<file path="config.mk">
export PLATFORM = sky130hd
export DESIGN_NAME = tristate_remote_code_encoder_unit
export DESIGN_NICKNAME = d
export VERILOG_FILES = /design/src/hw/rtl/trce_pkg.sv /design/src/hw/rtl/trce_front.sv /design/src/hw/rtl/trce_cmd_fifo.sv /design/src/hw/rtl/trce_back.sv /design/src/hw/rtl/tristate_remote_code_encoder_unit.sv
export VERILOG_INCLUDE_DIRS = /design/src /design/src/hw/rtl
export SDC_FILE = /design/constraint.sdc
export NUM_CORES = 1
export LEC_CHECK = 0
export ABC_CLOCK_PERIOD_IN_PS = 1600
export BUFFER_PORTS_ARGS = -buffer_cell sky130_fd_sc_hd__buf_2
export CORE_MARGIN = 5
export CORE_UTILIZATION = 35
export DETAILED_ROUTE_END_ITERATION = 7
export MAX_ROUTING_LAYER = met4
export SETUP_SLACK_MARGIN = 0.02
export SLEW_MARGIN = 15
export SYNTH_ARGS = -nofsm -noshare
export SYNTH_HDL_FRONTEND = slang
export SYNTH_SLANG_ARGS = --single-unit
</file>
<file path="constraint.sdc">
create_clock -name clk_i -period 1.6 [get_ports clk_i]
set_input_delay 0.16 -clock clk_i [delete_from_list [all_inputs] [get_ports clk_i]]
set_output_delay 0.16 -clock clk_i [all_outputs]
set_load 0.005 [all_outputs]
</file>
<file path="src/hw/rtl/tristate_remote_code_encoder_unit_assert.svh">
// Assertion macros shared by the tri-state code encoder RTL.
// Each macro expands to one labeled concurrent assertion on the given clock and reset.
`ifndef TRISTATE_REMOTE_CODE_ENCODER_UNIT_ASSERT_SVH
`define TRISTATE_REMOTE_CODE_ENCODER_UNIT_ASSERT_SVH

// Same-cycle implication, checked outside reset.
`define TRCE_ASSERT_IMPLIES(label, clk, rstn, ante, cons) \
  label: assert property (@(posedge clk) disable iff (!rstn) (ante) |-> (cons)) \
    else $error("trce: implication check failed");

// Next-cycle implication, checked outside reset.
`define TRCE_ASSERT_NEXT(label, clk, rstn, ante, cons) \
  label: assert property (@(posedge clk) disable iff (!rstn) (ante) |=> (cons)) \
    else $error("trce: next-cycle check failed");

// A condition that must never hold outside reset.
`define TRCE_ASSERT_NEVER(label, clk, rstn, cond) \
  label: assert property (@(posedge clk) disable iff (!rstn) !(cond)) \
    else $error("trce: forbidden condition seen");

`endif

</file>
<file path="src/hw/rtl/trce_pkg.sv">
// Types, constants and helper functions of the tri-state code encoder.
// Used by the front decoder, the command queue, the segment sequencer and the top level.
package trce_pkg;

  localparam int WordSymbols = 12;
  localparam int SymIdxW     = $clog2(WordSymbols);
  localparam int SegsPerSym  = 4;
  localparam int SegIdxW     = $clog2(SegsPerSym);
  localparam int CmdDepth    = 2;
  localparam int CmdPtrW     = $clog2(CmdDepth);
  localparam int CmdCntW     = $clog2(CmdDepth + 1);

  localparam logic [1:0] CodeBad   = 2'd3;
  localparam logic [5:0] DurShort  = 6'd1;
  localparam logic [5:0] DurLong   = 6'd3;
  localparam logic [5:0] DurSync   = 6'd32;
  localparam logic [5:0] DurNone   = 6'd0;

  typedef enum logic [1:0] {
    SYM_ZERO = 2'd0,
    SYM_ONE  = 2'd1,
    SYM_X    = 2'd2
  } sym_e;

  typedef enum logic [2:0] {
    ST_IDLE,
    ST_SYMBOL,
    ST_SYNC_HIGH,
    ST_SYNC_LOW,
    ST_ERROR
  } back_state_e;

  typedef struct packed {
    logic [1:0] house_code;
    logic [1:0] unit_code;
    logic       switch_on;
  } req_t;

  typedef struct packed {
    logic       level;
    logic [5:0] duration_units;
    logic       last;
    logic       bad_code;
  } seg_t;

  // Decoded request: error flag and the code word, symbol 0 sent first.
  typedef struct packed {
    logic                        bad;
    logic [WordSymbols-1:0][1:0] word;
  } cmd_t;

  // Status of the command queue as seen by the sequencer.
  typedef struct packed {
    logic valid;
  } cmd_ctrl_t;

  // Symbol at position idx of the four-symbol group selected by a code of 0, 1 or 2.
  function automatic sym_e group_sym(logic [1:0] code, logic [1:0] idx);
    sym_e s;
    s = SYM_ZERO;
    if (code == 2'd1 && idx == 2'd0) s = SYM_X;
    if (code == 2'd2 && idx == 2'd1) s = SYM_X;
    return s;
  endfunction

  // Length of segment seg (high, low, high, low) of a symbol.
  function automatic logic [5:0] seg_duration(sym_e s, logic [SegIdxW-1:0] seg);
    logic [5:0] d;
    unique case (s)
      SYM_ONE: d = seg[0] ? DurShort : DurLong;
      SYM_X:   d = (seg == SegIdxW'(1) || seg == SegIdxW'(2)) ? DurLong : DurShort;
      default: d = seg[0] ? DurLong : DurShort;
    endcase
    return d;
  endfunction

endpackage

</file>
<file path="src/hw/rtl/trce_front.sv">
// Front decoder: classifies a send request and builds its tri-state code word.
// Depends on trce_pkg; feeds trce_cmd_fifo.
module trce_front import trce_pkg::*; (
  input  logic push_i,
  input  logic full_i,
  input  req_t req_i,
  output cmd_t cmd_o,
  output logic cmd_push_o
);

  always_comb begin
    cmd_o.bad = (req_i.house_code == CodeBad) || (req_i.unit_code == CodeBad);
    for (int i = 0; i < 4; i++) begin
      cmd_o.word[i]     = group_sym(req_i.house_code, 2'(i));
      cmd_o.word[4 + i] = group_sym(req_i.unit_code, 2'(i));
    end
    cmd_o.word[8]  = SYM_ZERO;
    cmd_o.word[9]  = SYM_X;
    cmd_o.word[10] = SYM_X;
    cmd_o.word[11] = req_i.switch_on ? SYM_X : SYM_ZERO;
  end

  assign cmd_push_o = push_i && !full_i;

endmodule

</file>
<file path="src/hw/rtl/trce_cmd_fifo.sv">
// Short command queue between the front decoder and the segment sequencer.
// Depends on trce_pkg and the assertion macro header.
`include "tristate_remote_code_encoder_unit_assert.svh"

module trce_cmd_fifo import trce_pkg::*; (
  input  logic      clk_i,
  input  logic      rst_ni,
  input  logic      push_i,
  input  cmd_t      cmd_i,
  output logic      full_o,
  output cmd_ctrl_t ctrl_o,
  input  logic      pop_i,
  output cmd_t      cmd_o
);

  cmd_t                mem_q [CmdDepth];
  logic [CmdPtrW-1:0]  wr_ptr_q, wr_ptr_d;
  logic [CmdPtrW-1:0]  rd_ptr_q, rd_ptr_d;
  logic [CmdCntW-1:0]  cnt_q, cnt_d;

  assign full_o       = (cnt_q == CmdCntW'(CmdDepth));
  assign ctrl_o.valid = (cnt_q != '0);
  assign cmd_o        = mem_q[rd_ptr_q];

  always_comb begin
    wr_ptr_d = wr_ptr_q;
    rd_ptr_d = rd_ptr_q;
    cnt_d    = cnt_q;
    if (push_i) begin
      wr_ptr_d = (wr_ptr_q == CmdPtrW'(CmdDepth - 1)) ? '0 : wr_ptr_q + 1'b1;
    end
    if (pop_i) begin
      rd_ptr_d = (rd_ptr_q == CmdPtrW'(CmdDepth - 1)) ? '0 : rd_ptr_q + 1'b1;
    end
    if (push_i && !pop_i) begin
      cnt_d = cnt_q + 1'b1;
    end else if (!push_i && pop_i) begin
      cnt_d = cnt_q - 1'b1;
    end
  end

  always_ff @(posedge clk_i or negedge rst_ni) begin
    if (!rst_ni) begin
      wr_ptr_q <= '0;
      rd_ptr_q <= '0;
      cnt_q    <= '0;
    end else begin
      wr_ptr_q <= wr_ptr_d;
      rd_ptr_q <= rd_ptr_d;
      cnt_q    <= cnt_d;
    end
  end

  always_ff @(posedge clk_i) begin
    if (push_i) begin
      mem_q[wr_ptr_q] <= cmd_i;
    end
  end

  `TRCE_ASSERT_NEVER(a_cnt_bound, clk_i, rst_ni, cnt_q > CmdCntW'(CmdDepth))
  `TRCE_ASSERT_IMPLIES(a_no_overflow, clk_i, rst_ni, push_i, !full_o || pop_i)
  `TRCE_ASSERT_IMPLIES(a_no_underflow, clk_i, rst_ni, pop_i, ctrl_o.valid)

endmodule

</file>
<file path="src/hw/rtl/trce_back.sv">
// Segment sequencer: walks a queued code word and emits its pulse segments.
// Depends on trce_pkg and the assertion macro header; the output register sits here.
`include "tristate_remote_code_encoder_unit_assert.svh"

module trce_back import trce_pkg::*; (
  input  logic      clk_i,
  input  logic      rst_ni,
  input  cmd_ctrl_t ctrl_i,
  input  cmd_t      cmd_i,
  output logic      cmd_pop_o,
  input  logic      pop_i,
  output logic      empty_o,
  output seg_t      seg_o
);

  back_state_e         state_q, state_d;
  cmd_t                cmd_q;
  logic [SymIdxW-1:0]  sym_q;
  logic [SegIdxW-1:0]  seg_q;
  logic                out_valid_q;
  seg_t                out_seg_q;

  logic        adv;
  logic        last_seg;
  logic        fetch;
  logic        emit_valid;
  seg_t        emit_seg;
  back_state_e first_state;
  sym_e        cur_sym;

  // The output slot is free when empty or when its segment is taken this cycle.
  assign adv         = !out_valid_q || pop_i;
  assign last_seg    = (state_q == ST_SYNC_LOW) || (state_q == ST_ERROR);
  assign fetch       = ctrl_i.valid && ((state_q == ST_IDLE) || (adv && last_seg));
  assign cmd_pop_o   = fetch;
  assign first_state = cmd_i.bad ? ST_ERROR : ST_SYMBOL;
  assign cur_sym     = sym_e'(cmd_q.word[sym_q]);

  always_comb begin
    state_d = state_q;
    unique case (state_q)
      ST_IDLE: begin
        if (fetch) state_d = first_state;
      end
      ST_SYMBOL: begin
        if (adv && seg_q == SegIdxW'(SegsPerSym - 1) && sym_q == SymIdxW'(WordSymbols - 1)) begin
          state_d = ST_SYNC_HIGH;
        end
      end
      ST_SYNC_HIGH: begin
        if (adv) state_d = ST_SYNC_LOW;
      end
      ST_SYNC_LOW, ST_ERROR: begin
        if (adv) state_d = fetch ? first_state : ST_IDLE;
      end
      default: state_d = ST_IDLE;
    endcase
  end

  always_comb begin
    emit_valid              = 1'b1;
    emit_seg.level          = 1'b0;
    emit_seg.duration_units = DurNone;
    emit_seg.last           = 1'b0;
    emit_seg.bad_code       = 1'b0;
    unique case (state_q)
      ST_SYMBOL: begin
        emit_seg.level          = !seg_q[0];
        emit_seg.duration_units = seg_duration(cur_sym, seg_q);
      end
      ST_SYNC_HIGH: begin
        emit_seg.level          = 1'b1;
        emit_seg.duration_units = DurShort;
      end
      ST_SYNC_LOW: begin
        emit_seg.duration_units = DurSync;
        emit_seg.last           = 1'b1;
      end
      ST_ERROR: begin
        emit_seg.last     = 1'b1;
        emit_seg.bad_code = 1'b1;
      end
      default: emit_valid = 1'b0;
    endcase
  end

  always_ff @(posedge clk_i or negedge rst_ni) begin
    if (!rst_ni) begin
      state_q     <= ST_IDLE;
      sym_q       <= '0;
      seg_q       <= '0;
      out_valid_q <= 1'b0;
    end else begin
      state_q <= state_d;
      if (fetch) begin
        sym_q <= '0;
        seg_q <= '0;
      end else if (state_q == ST_SYMBOL && adv) begin
        seg_q <= seg_q + 1'b1;
        if (seg_q == SegIdxW'(SegsPerSym - 1)) begin
          sym_q <= sym_q + 1'b1;
        end
      end
      if (adv) begin
        out_valid_q <= emit_valid;
      end
    end
  end

  always_ff @(posedge clk_i) begin
    if (fetch) begin
      cmd_q <= cmd_i;
    end
    if (adv && emit_valid) begin
      out_seg_q <= emit_seg;
    end
  end

  assign empty_o = !out_valid_q;
  assign seg_o   = out_seg_q;

  `TRCE_ASSERT_IMPLIES(a_sym_range, clk_i, rst_ni, state_q == ST_SYMBOL,
                       sym_q <= SymIdxW'(WordSymbols - 1))
  `TRCE_ASSERT_IMPLIES(a_fetch_valid, clk_i, rst_ni, cmd_pop_o, ctrl_i.valid)
  `TRCE_ASSERT_IMPLIES(a_error_shape, clk_i, rst_ni, out_valid_q && seg_o.bad_code,
                       seg_o.last && seg_o.duration_units == DurNone && !seg_o.level)
  `TRCE_ASSERT_NEXT(a_sync_follows, clk_i, rst_ni, state_q == ST_SYNC_HIGH && adv,
                    state_q == ST_SYNC_LOW)

endmodule

</file>
<file path="src/hw/rtl/tristate_remote_code_encoder_unit.sv">
// Tri-state remote code encoder, top level.
// Channels: send requests enter through push/full with req_i (house, unit, on/off).
// Pulse segments leave through empty/pop with res_o (level, duration, last, bad_code);
// the oldest segment is on res_o while empty is low and is taken when pop is high.
// A valid request yields 50 segments: 12 code symbols of four segments each, then
// the sync pair high 1 and low 32, the low one marked last. A request with an
// unsupported house or unit code yields one segment with bad_code and last set.
// A transferred request is written into the command queue, fetched into the sequencer,
// and its first segment passes the output register onto res_o. While pop stays high,
// the sequencer emits one segment per cycle, and frames follow with no gap.
// A two-entry command queue sits between the decoder and the sequencer, so up to two
// requests are taken while a frame is being sent; full rises when it holds two.
// When the receiver stalls, the segment on res_o holds and the sequencer waits.
// Reset empties the queue and the output register; no clearing pass is needed.
// Depends on trce_pkg, trce_front, trce_cmd_fifo and trce_back.
module tristate_remote_code_encoder_unit import trce_pkg::*; (
  input  logic clk_i,
  input  logic rst_ni,
  input  logic push,
  output logic full,
  input  req_t req_i,
  output logic empty,
  input  logic pop,
  output seg_t res_o
);

  cmd_t      front_cmd;
  logic      front_push;
  cmd_t      queue_cmd;
  cmd_ctrl_t queue_ctrl;
  logic      back_pop;

  trce_front u_front (
    .push_i     (push),
    .full_i     (full),
    .req_i      (req_i),
    .cmd_o      (front_cmd),
    .cmd_push_o (front_push)
  );

  trce_cmd_fifo u_cmd_fifo (
    .clk_i  (clk_i),
    .rst_ni (rst_ni),
    .push_i (front_push),
    .cmd_i  (front_cmd),
    .full_o (full),
    .ctrl_o (queue_ctrl),
    .pop_i  (back_pop),
    .cmd_o  (queue_cmd)
  );

  trce_back u_back (
    .clk_i     (clk_i),
    .rst_ni    (rst_ni),
    .ctrl_i    (queue_ctrl),
    .cmd_i     (queue_cmd),
    .cmd_pop_o (back_pop),
    .pop_i     (pop),
    .empty_o   (empty),
    .seg_o     (res_o)
  );

endmodule

</file>
======== Word level (Yosys, flattened, before mapping) ========
Memory sizes are Yosys's and may differ from the RTL's.
Cells that the tools add are included.
cells by class
  shift-type cells ........................ 0
  $add $sub $neg .......................... 6
  multiplexer cells ....................... 34
  bitwise operators ....................... 0
  multiply operators ...................... 0
  reduce and logical (&&, ||, !) cells .... 28
  equal/unequal tests ..................... 21
  divide/modulo/power cells ............... 0
  magnitude comparators ................... 1
operators by type and width
  operator               number
  $mux W2                13
  $mux W3                6
  $pmux W6 S3            1
  $eq A2 B2 Y1 const B   8
  $mux W4                3
  $pmux W3 S4            1
  $pmux W6 S2            1
  $logic_and A1 B1 Y1    9
  $bmux W2 S4            1
  $eq A2 B1 Y1 const B   4
  $ne A2 B1 Y1 const B   4
  $reduce_bool A2 Y1     4
  $mux W1                7
  $eq A3 B2 Y1 const B   2
  $logic_not A1 Y1       5
  $logic_or A1 B1 Y1     5
  $lt A4 B5 Y1 const B   1
  $add A2 B1 Y2 const B  2
  $add A4 B1 Y4 const B  1
  $eq A4 B4 Y1 const B   1
  $reduce_and A4 Y1      1
  $reduce_or A4 Y1       1
  $eq A3 B1 Y1 const B   1
  $eq A3 B3 Y1 const B   1
  6 further kinds        7
word-level totals
  logic and storage cells ................. 114
  memory bits (read-only) ................. 0
  bits in latches ......................... 0
  memories kept ........................... 1
  output and inout bits ................... 11
  bits in writable memories ............... 22
  input port bits ......................... 9
  register bits after elaboration ......... 47
memories
  name              words  bits a word  read ports  clocked after memory_dff  write ports  line                 RTL
  u_cmd_fifo.mem_q  2      11           1           0                         1            trce_cmd_fifo.sv:16  cmd_t mem_q [CmdDepth];

======== Logic depth before layout (Yosys ltp) ========
Gate-level depths: netlist of run 1.
  depth in word-level cells ............... 8
  mapped depth ............................ 9
  gate-level depth less buffers ........... 8

======== Cells and area by module ========
Synthesis of run 1 repeated with hierarchy kept, for this count alone.
unflattened totals
  cell total of the unflattened synthesis .. 248
  area, all modules ....................... 4,152.7 µm²
modules (own cells, without submodules)
  module         area each (µm²)  instances  sequential area each (µm²)  cells each
  trce_cmd_fifo  2,094.5          1          1,601.5                     94
  trce_back      1,855.5          1          1,151.1                     126
  trce_front     202.7            1          0.0                         28

======== Worst setup path before layout of run 1 ========
No wires, ideal clock.
  kind .................................... reg2reg
  start point ............................. reg u_back.state_q[1]
  end point ............................... reg u_cmd_fifo.cnt_q[1]
  period minus slack after synthesis ...... 1.759 ns
  data arrival time ....................... 1.680 ns
  cell stages (with the launch flop) ...... 9
  setup time .............................. 0.079 ns
  setup slack ............................. -0.159 ns
  buffers on the path ..................... 0
  required time ........................... 1.521 ns
  cells stage by stage .................... dfrtp_1 nor2_1 o21ai_1 a21oi_4 inv_1 ha_1 xor2_1 nor2_1 xor2_1
between the ends
  word-level cells in the longest chain between the ends .. 8
  elaborated cells on any way between the ends .. 12
  those cells by class .................... eq/ne (2); mux (1); reduce/logical (9)
RTL lines
  what                                                  line                 RTL
  start, declared                                       trce_back.sv:16      back_state_e state_q, state_d;
  start signal, assigned                                trce_back.sv:94      state_q <= state_d;
  $eq A3 B2 Y1 / $eq A3 B3 Y1 (equally long branches)   trce_back.sv:33      assign last_seg = (state_q == ST_SYNC_LOW) || (state_q == ST_ERROR);
  $logic_or A1 B1 Y1                                    trce_back.sv:33
  $logic_and A1 B1 Y1                                   trce_back.sv:34      assign fetch = ctrl_i.valid && ((state_q == ST_IDLE) || (adv && last_seg));
  $logic_or A1 B1 Y1 *                                  trce_back.sv:34
  $logic_and A1 B1 Y1 *                                 trce_back.sv:34
  $logic_not A1 Y1                                      trce_cmd_fifo.sv:35  if (push_i && !pop_i) begin
  $logic_and A1 B1 Y1                                   trce_cmd_fifo.sv:35
  $mux W2 / $reduce_bool A2 Y1 (equally long branches)  -
  end signal, assigned                                  trce_cmd_fifo.sv:50  cnt_q <= cnt_d;
  end, declared                                         trce_cmd_fifo.sv:19  logic [CmdCntW-1:0] cnt_q, cnt_d;
Mark *: on every way between the ends. The rest lies on a longest branch, timed or not.
A chain may end at the register's enable or synchronous reset.

======== Worst setup path after layout of run 1 ========
  start point ............................. reg u_back.state_q[2]
  end point ............................... reg u_cmd_fifo.cnt_q[1]
The elaborated chain is that of the path after synthesis.

==> impl_summary.txt, run 1 <==
----------------------------------------------------
[Status]
  Result of the run ... finished clean

[Drt]
  Pre-antenna DRT Iters ... 4
  Met3 WL ... 141 um
  Detailed-route wire length ... 2.91 mm
  Vias per cell ... ~4.6
  DRT antenna net count ... 0
  Highest metal layer used by the detailed router ... met4
  Detailed router's first-iteration violation count ... 109
  Wire length on met1 ... around 1.2 mm
  Number of vias in the routed layout ... 1,180
  Wire length on met2 ... 1.51 mm
  Detail-routed net length per standard cell ... 11.4 um
  Total DRC errors in the routed layout ... 0

[Synthesis]
  Mapped Area ... 1800 um2
  Count of flip-flops with a built-in enable after synthesis ... 23
  Synthesized netlist cell count ... ~150
  Number of distinct library cell variants in the gate-level netlist after synthesis ... 41
  Fraction of the yosys area taken by sequential cells ... 57.8%
  Number of warnings reported in the yosys synthesis log ... 0
  Primary flip-flop cell chosen by synthesis mapping ... sky130_fd_sc_hd__edfxtp_1
  Async SR Flop Fraction ... around 38%
  Post-Syn Area per Cell ... approximately 12 um2
  Number of storage elements in the synthesis netlist ... 37

[STA]
  Worst Hold Margin ... around 0.060 ns
  Time the final worst path needs with I/O delays and setup ... 1.54 ns
  Final TNS setup ... 0 ns
  Pins Over Slew Limit ... 0
  Setup violations, final ... 0
  Hold Violations, Final ... 0
  Worst clock skew ... about 0.0057 ns
  Highest clock rate ... 651 MHz
  RSZ-0062 raised after global routing ... yes
  Post-layout worst setup margin ... around 0.065 ns
  Share of the clock period used by the worst path ... 95.9%

[Floorplanning]
  Number of placement rows ... 26
  Initial Utilization ... between 30 and 40%
  Number of top-level pins ... 20
  Die Footprint ... 6680 um2
  Die Span Y ... 81.8 um
  Floorplan Core Area ... ~5000 um2
  Die X ... 81.8 um

[Global route]
  Antenna violations before repair ... 0
  Overflow left after global routing ... 0
  Global routing usage summed across all routing layers ... around a tenth
  Wire length of the first global-routing pass ... approximately 4.9 mm
  Number of global-route vias before repair ... between 1,000 and 1,500
  Maximum number of pins on one net before global-route repair ... 16

[Final layout]
  Final non-filler cell area ... between 2000 and 2500 um2
  Layout cell share with drive strength beyond 1 ... 31.9%
  Final std cells w/o fill ... 255
  N_diodes ... 0
  NumNets Final ... 196
  P&R area growth vs syn ... 21.3%

[Pwr]
  Lkg Pwr ... 0.929 nW
  Largest voltage drop on the vdd net ... 0.652 mV
  Power density over the cells ... approximately 1800 nW/um2

[Critical path]
  Category of the most critical setup path ... reg2reg
  Data required time at the worst endpoint ... 1.81 ns
  Worst Setup End Kind ... flop
  Crit-path max FO ... 4
  Worst Setup Start Kind ... flop
  Arrival time at the worst endpoint ... ~1.8 ns

[Place]
  RD Place Congestion ... 0.795
  Number of cells in the design after placement ... 243
  Placed instance area ... around 2000 um2
  Pre-CTS setup slack ... roughly 0.035 ns
  DPL Wire Length ... 2.14 mm
  Number of buffers inserted by port buffering ... 16

[Hold path]
  Worst Hold Class ... in2reg

[Clocking]
  Number of buffers created by CTS ... 5
  TritonCTS clock tree ... built
  Maximum clock path buffer count ... 2
  Total number of H-tree levels ... 2
  Insertion delay to the later sink of the worst-skew pair ... 0.28 ns
  Clock transition time at the flip-flop clock pins of the worst setup and hold paths ... 0.08 ns
  Clock tree root driver cell ... sky130_fd_sc_hd__clkbuf_8
  TritonCTS sink count ... 37

[Run]
  Max-cap viol count ... 0

----------------------------------------------------
## area by class of cell
| type | count | area, um2 |
|---|---|---|
| Multi-Input combinational cell | 100 | 722 |
| Tap cell | 70 | 87.6 |
| Clock buffer | 5 | 68.8 |
| Inverter | 6 | 22.5 |
| Timing Repair Buffer | 34 | 218 |
| Fill cell | 469 | 2860 |
| Sequential cell | 37 | 1040 |
| Clock inverter | 3 | 22.5 |
## sequential cells by signal, indices dropped and copies added, names as in the netlist
signal               flops
u_back.seg_o             6
u_cmd_fifo.wr_ptr_q      1
u_back.out_valid_q       1
u_back.seg_q             2
u_cmd_fifo.rd_ptr_q      1
u_back.cmd_q             5
u_cmd_fifo.cnt_q         2
u_back.sym_q             4
u_cmd_fifo.mem_q        12
u_back.state_q           3
## final timing paths
check                                    start  cells after the start  slack, ns                endpoint
setup / recovery             u_back.state_q[2]                      8       0.06     u_cmd_fifo.cnt_q[1]
hold / removal                        req_i[0]                      1       0.06  u_cmd_fifo.mem_q[0][9]
setup reg to reg             u_back.state_q[2]                      8       0.06     u_cmd_fifo.cnt_q[1]
hold reg to reg            u_cmd_fifo.wr_ptr_q                      1       0.49     u_cmd_fifo.wr_ptr_q
max in group asynchronous               rst_ni                      2       1.01       u_back.state_q[1]
min in group asynchronous               rst_ni                      2       0.31     u_cmd_fifo.cnt_q[1]
## per-stage QoR
| step | util, % | power, mW |
|---|---|---|
| after global routing | 43.3 | 4.12 |
| after detailed placement | 40.6 | 3.22 |
| after global placement | 40.6 | 3.17 |
| after floorplan | - | 2.70 |
| final | 43.3 | 3.83 |
| after CTS | 42.8 | 3.88 |
## synth_stat cells (2+ instances only)
cell type	instances	area share [%]
sky130_fd_sc_hd__nor2b_1	5	1.7
sky130_fd_sc_hd__mux2_2	5	3.1
sky130_fd_sc_hd__nor4b_1	2	0.97
sky130_fd_sc_hd__mux2i_1	5	2.8
sky130_fd_sc_hd__buf_4	4	1.7
sky130_fd_sc_hd__nand2b_1	3	1.0
sky130_fd_sc_hd__nand4_1	2	0.69
sky130_fd_sc_hd__dfrtp_1	14	19
sky130_fd_sc_hd__xor2_1	7	3.4
sky130_fd_sc_hd__nand2_1	9	1.9
sky130_fd_sc_hd__xnor2_1	4	1.9
sky130_fd_sc_hd__nor2_1	18	3.7
sky130_fd_sc_hd__nand3_1	5	1.4
sky130_fd_sc_hd__clkbuf_1	2	0.42
sky130_fd_sc_hd__inv_1	6	1.2
sky130_fd_sc_hd__nor3_1	2	0.56
sky130_fd_sc_hd__a21oi_1	5	1.4
sky130_fd_sc_hd__ha_1	3	2.1
sky130_fd_sc_hd__buf_2	4	1.1
sky130_fd_sc_hd__edfxtp_1	23	38
sky130_fd_sc_hd__o21ai_0	2	0.56
sky130_fd_sc_hd__and3_1	2	0.69
## logic make-up (layout without fill, tap and decap cells)
kind of cell | Yosys count | after routing | synth area share, %
simple gates | 56 | 56 | 16.6
flops | 37 | 37 | 57.8
compound gates | 16 | 16 | 6.39
buf+inv | 16 | 48 | 4.44
xor+xnor | 11 | 11 | 5.35
mux | 11 | 11 | 7.15
fa+ha+maj | 3 | 3 | 2.08
other cells | 1 | 3 | 0.208
## what timing repair did
item                                    CTS  global route
pin swaps                                 0             2
gates cloned                              0             0
endpoints found under the hold margin    14             0
hold buffers                              1             0
endpoints found under the setup margin    1             3
gates resized for setup                   0             3
setup buffers                             1             2
## metal layers
metal / GRT usage (%) / up-vias
met5: - / -
met4: 3.82 / 0
met3: 3.29 / 2
met2: 16.5 / 18
met1: 10.8 / 566
li1: - / 594
## critical path: stages (launching register included)
cell	delay, ns
sky130_fd_sc_hd__dfrtp_1	0.41
sky130_fd_sc_hd__and3b_2	0.26
sky130_fd_sc_hd__nand2_2	0.06
sky130_fd_sc_hd__a21oi_4	0.13
sky130_fd_sc_hd__inv_2	0.05
sky130_fd_sc_hd__ha_4	0.15
sky130_fd_sc_hd__xor2_1	0.13
sky130_fd_sc_hd__nor2_1	0.11
sky130_fd_sc_hd__xor2_1	0.15
## power breakdown
group / total, mW / switching, mW / internal, mW
clock: 0.646 / 0.338 / 0.309
sequential: 1.60 / 0.154 / 1.45
combinational: 1.58 / 0.810 / 0.773
## layout by cell type, fill, tap and decap left out, drive strengths merged, types with 3 or more instances in the layout
master and n:
mux2i 6, nand3 5, ha 3, xor2 7, buf 33, nand2b 3, inv 6, nor2 18
clkbuf 5, clkinv 3, nand2 10, edfxtp 23, o21ai 3, nor2b 5, mux2 5, xnor2 4
dfrtp 14, conb 3, a21oi 6
Note: power is estimated with default switching activity, not from simulation.
==> run 2: changes to the inputs <==
--- a/config.mk
+++ b/config.mk
@@ -8,6 +8,7 @@
 export LEC_CHECK = 0
 export ABC_CLOCK_PERIOD_IN_PS = 1600
 export BUFFER_PORTS_ARGS = -buffer_cell sky130_fd_sc_hd__buf_2
+export CORE_ASPECT_RATIO = 1.4
 export CORE_MARGIN = 5
 export CORE_UTILIZATION = 35
 export DETAILED_ROUTE_END_ITERATION = 7
==> run 2 against run 1 <==
First-iteration DRC count is 30% lower. Cell area is 1.7% higher. Global-route usage is 0.73 points higher.
==> impl_summary.txt, run 2 (synthesized netlist as in run 1, its figures left out) <==
----------------------------------------------------
[Global route]
  Global routing usage summed across all routing layers ... 10.6% (+0.73 points)
  Number of global-route vias before repair ... 1,283 (+12%)
  Wire length of the first global-routing pass ... 5.33 mm (+8.9%)
  Overflow left after global routing ... 0 (unchanged)
  Maximum number of pins on one net before global-route repair ... 15 (-1)
  Antenna violations before repair ... 0 (unchanged)

[STA]
  RSZ-0062 raised after global routing ... yes
  Worst clock skew ... 0.00946 ns (+0.00378 ns)
  Hold Violations, Final ... 0 (unchanged)
  Highest clock rate ... 649 MHz (-0.38%)
  Setup violations, final ... 0 (unchanged)
  Share of the clock period used by the worst path ... 96.3% (+0.36 points)
  Post-layout worst setup margin ... 0.0592 ns (-0.00579 ns)
  Time the final worst path needs with I/O delays and setup ... 1.54 ns (+0.00579 ns)
  Pins Over Slew Limit ... 0 (unchanged)

[Pwr]
  Lkg Pwr ... 0.941 nW (+1.4%)
  Combinational group share of total power ... 40.7% (-0.6 points)
  Sequential share of power ... 39.4% (-2.4 points)
  Power density over the cells ... 1840 nW/um2 (+4.8%)
  Switching pwr ... 1.36 mW (+4.3%)
  Power consumption ... 4.09 mW (+6.6%)
  Part of the power in the clock network ... 19.9% (+3.0 points)
  Fraction of power spent switching nets ... 33.2% (-0.73 points)
  Largest voltage drop on the vdd net ... 0.732 mV (+12%)
  Total internal power ... 2.73 mW (+7.8%)

[Drt]
  Number of vias in the routed layout ... 1,236 (+4.7%)
  Total DRC errors in the routed layout ... 0 (unchanged)
  Detailed router's first-iteration violation count ... 76 (-30%)
  Detail-routed net length per standard cell ... 12.4 um (+8.3%)
  Detailed-route wire length ... 3.11 mm (+7.0%)
  DRT antenna net count ... 0 (unchanged)
  Pre-antenna DRT Iters ... 4 (unchanged)
  Vias per cell ... 4.90 (+6.0%)

[Final layout]
  Top library cells by usage in the layout, fill and taps aside ... sky130_fd_sc_hd__edfxtp_1, sky130_fd_sc_hd__buf_4, sky130_fd_sc_hd__nor2_1, sky130_fd_sc_hd__buf_2, sky130_fd_sc_hd__dfrtp_1
  NumNets Final ... 197 (+0.51%)
  Sequential cell area ... 1040 um2 (unchanged)
  Most common library cell in the layout ignoring fill and taps ... sky130_fd_sc_hd__edfxtp_1
  Final non-filler cell area ... 2220 um2 (+1.7%)
  P&R area growth vs syn ... 23.3%
  Layout cell share with drive strength beyond 1 ... 33.3% (+1.4 points)
  N_diodes ... 0 (unchanged)
  Count of filler cells inserted in the layout ... 471 (+0.43%)
  Largest Register ... u_cmd_fifo.mem_q
  Flip-flop count of the largest register after layout ... 12 (unchanged)
  Area of combinational cells with multiple inputs ... 733 um2 (+1.6%)

[Floorplanning]
  Die X ... 70.6 um (-14%)
  Number of top-level pins ... 20 (unchanged)
  Number of placement rows ... 31 (+19%)
  Initial Utilization ... 35.5% (-0.27 points)
  Die Footprint ... 6700 um2 (+0.30%)
  Floorplan Core Area ... 5080 um2 (+0.77%)
  Die Span Y ... 94.9 um (+16%)

[Clocking]
  Insertion delay to the later sink of the worst-skew pair ... 0.29 ns (about the same)
  Clock transition time at the flip-flop clock pins of the worst setup and hold paths ... 0.08 ns (about the same)
  Number of buffers created by CTS ... 5 (unchanged)
  Total number of H-tree levels ... 2 (unchanged)
  Clock tree root driver cell ... sky130_fd_sc_hd__clkbuf_8
  TritonCTS clock tree ... built
  Maximum clock path buffer count ... 2 (unchanged)
  TritonCTS sink count ... 37 (unchanged)

[Critical path]
  Data required time at the worst endpoint ... 1.82 ns (about the same)
  Arrival time at the worst endpoint ... 1.76 ns (about the same)
  Worst Setup Start Kind ... flop
  Category of the most critical setup path ... reg2reg
  Worst Setup End Kind ... flop
  Crit-path max FO ... 4 (unchanged)

[Place]
  RD Place Congestion ... 0.840 (+5.7%)
  Placed instance area ... 2050 um2 (+0.12%)
  Pre-CTS setup slack ... 0.0272 ns (-0.00735 ns)
  DPL Wire Length ... 2.34 mm (+9.3%)
  Number of buffers inserted by port buffering ... 16 (unchanged)

[Run]
  Max-cap viol count ... 0 (unchanged)

[Hold path]
  Worst Hold Class ... in2reg

[Status]
  Result of the run ... finished clean

----------------------------------------------------
==> run 2: repair_timing <==
action / CTS / global route
hold endpoints to repair: 14 / 0
pin swaps: 0 / 1
hold buffers: 1 / 0
setup buffers: 1 / 2
resized for setup: 0 / 5
setup endpoints to repair: 1 / 3
==> run 2: layout make-up <==
type,count,area share [%]
clock buffer,5,3.10
sequential,37,47.0
clock inverter,3,2.08
inverter,6,1.01
multi-input combinational,100,33.0
tap,66,3.72
timing repair buffer,35,10.1
==> run 2: power groups by stage <==
stage	clock network, mW	registers [mW]	logic, mW
after floorplan	0	1.61	1.09
after global placement	0	1.62	1.57
after detailed placement	0	1.64	1.63
after CTS	0.826	1.61	1.66
after global routing	0.874	1.64	1.84
final	0.812	1.61	1.66
==> run 2: metal layers <==
| layer | share of wire [%] | GRT usage, % | up-vias |
|---|---|---|---|
| li1 | - | - | 594 |
| met1 | 37 | 10.0 | 603 |
| met3 | 5.6 | 3.73 | 6 |
| met4 | 2.3 | 5.33 | 0 |
| met2 | 55 | 18.9 | 33 |
| met5 | 0 | - | - |
==> run 2: path summary, 6_finish.rpt <==
kind	start	end	slack [ns]	cells past startpoint
setup / recovery	u_back.state_q[0]	u_cmd_fifo.cnt_q[1]	0.06	8
hold / removal	req_i[0]	u_cmd_fifo.mem_q[0][9]	0.05	1
setup reg to reg	u_back.state_q[0]	u_cmd_fifo.cnt_q[1]	0.06	8
hold reg to reg	u_cmd_fifo.wr_ptr_q	u_cmd_fifo.wr_ptr_q	0.50	1
max in group asynchronous	rst_ni	u_back.sym_q[1]	1.04	2
min in group asynchronous	rst_ni	u_back.state_q[1]	0.29	2
==> run 2: per-stage QoR <==
stage                     utilization (%)  hold WS (ns)  setup TNS (ns)  instances
after floorplan                         -        -0.136         -0.0805        153
after global placement               40.4        0.0807               0        240
after detailed placement             40.4        0.0846               0        240
after CTS                            43.0        0.0483               0        250
after global routing                 43.7        0.0457         -0.0193        252
final                                43.7        0.0524               0        252
==> run 2: critical path, stage by stage (launching register included) <==
cell	delay [ns]
sky130_fd_sc_hd__dfrtp_1	0.44
sky130_fd_sc_hd__and3b_2	0.25
sky130_fd_sc_hd__nand2_2	0.07
sky130_fd_sc_hd__a21oi_4	0.13
sky130_fd_sc_hd__inv_2	0.06
sky130_fd_sc_hd__ha_4	0.15
sky130_fd_sc_hd__xor2_1	0.13
sky130_fd_sc_hd__nor2_1	0.11
sky130_fd_sc_hd__xor2_1	0.14
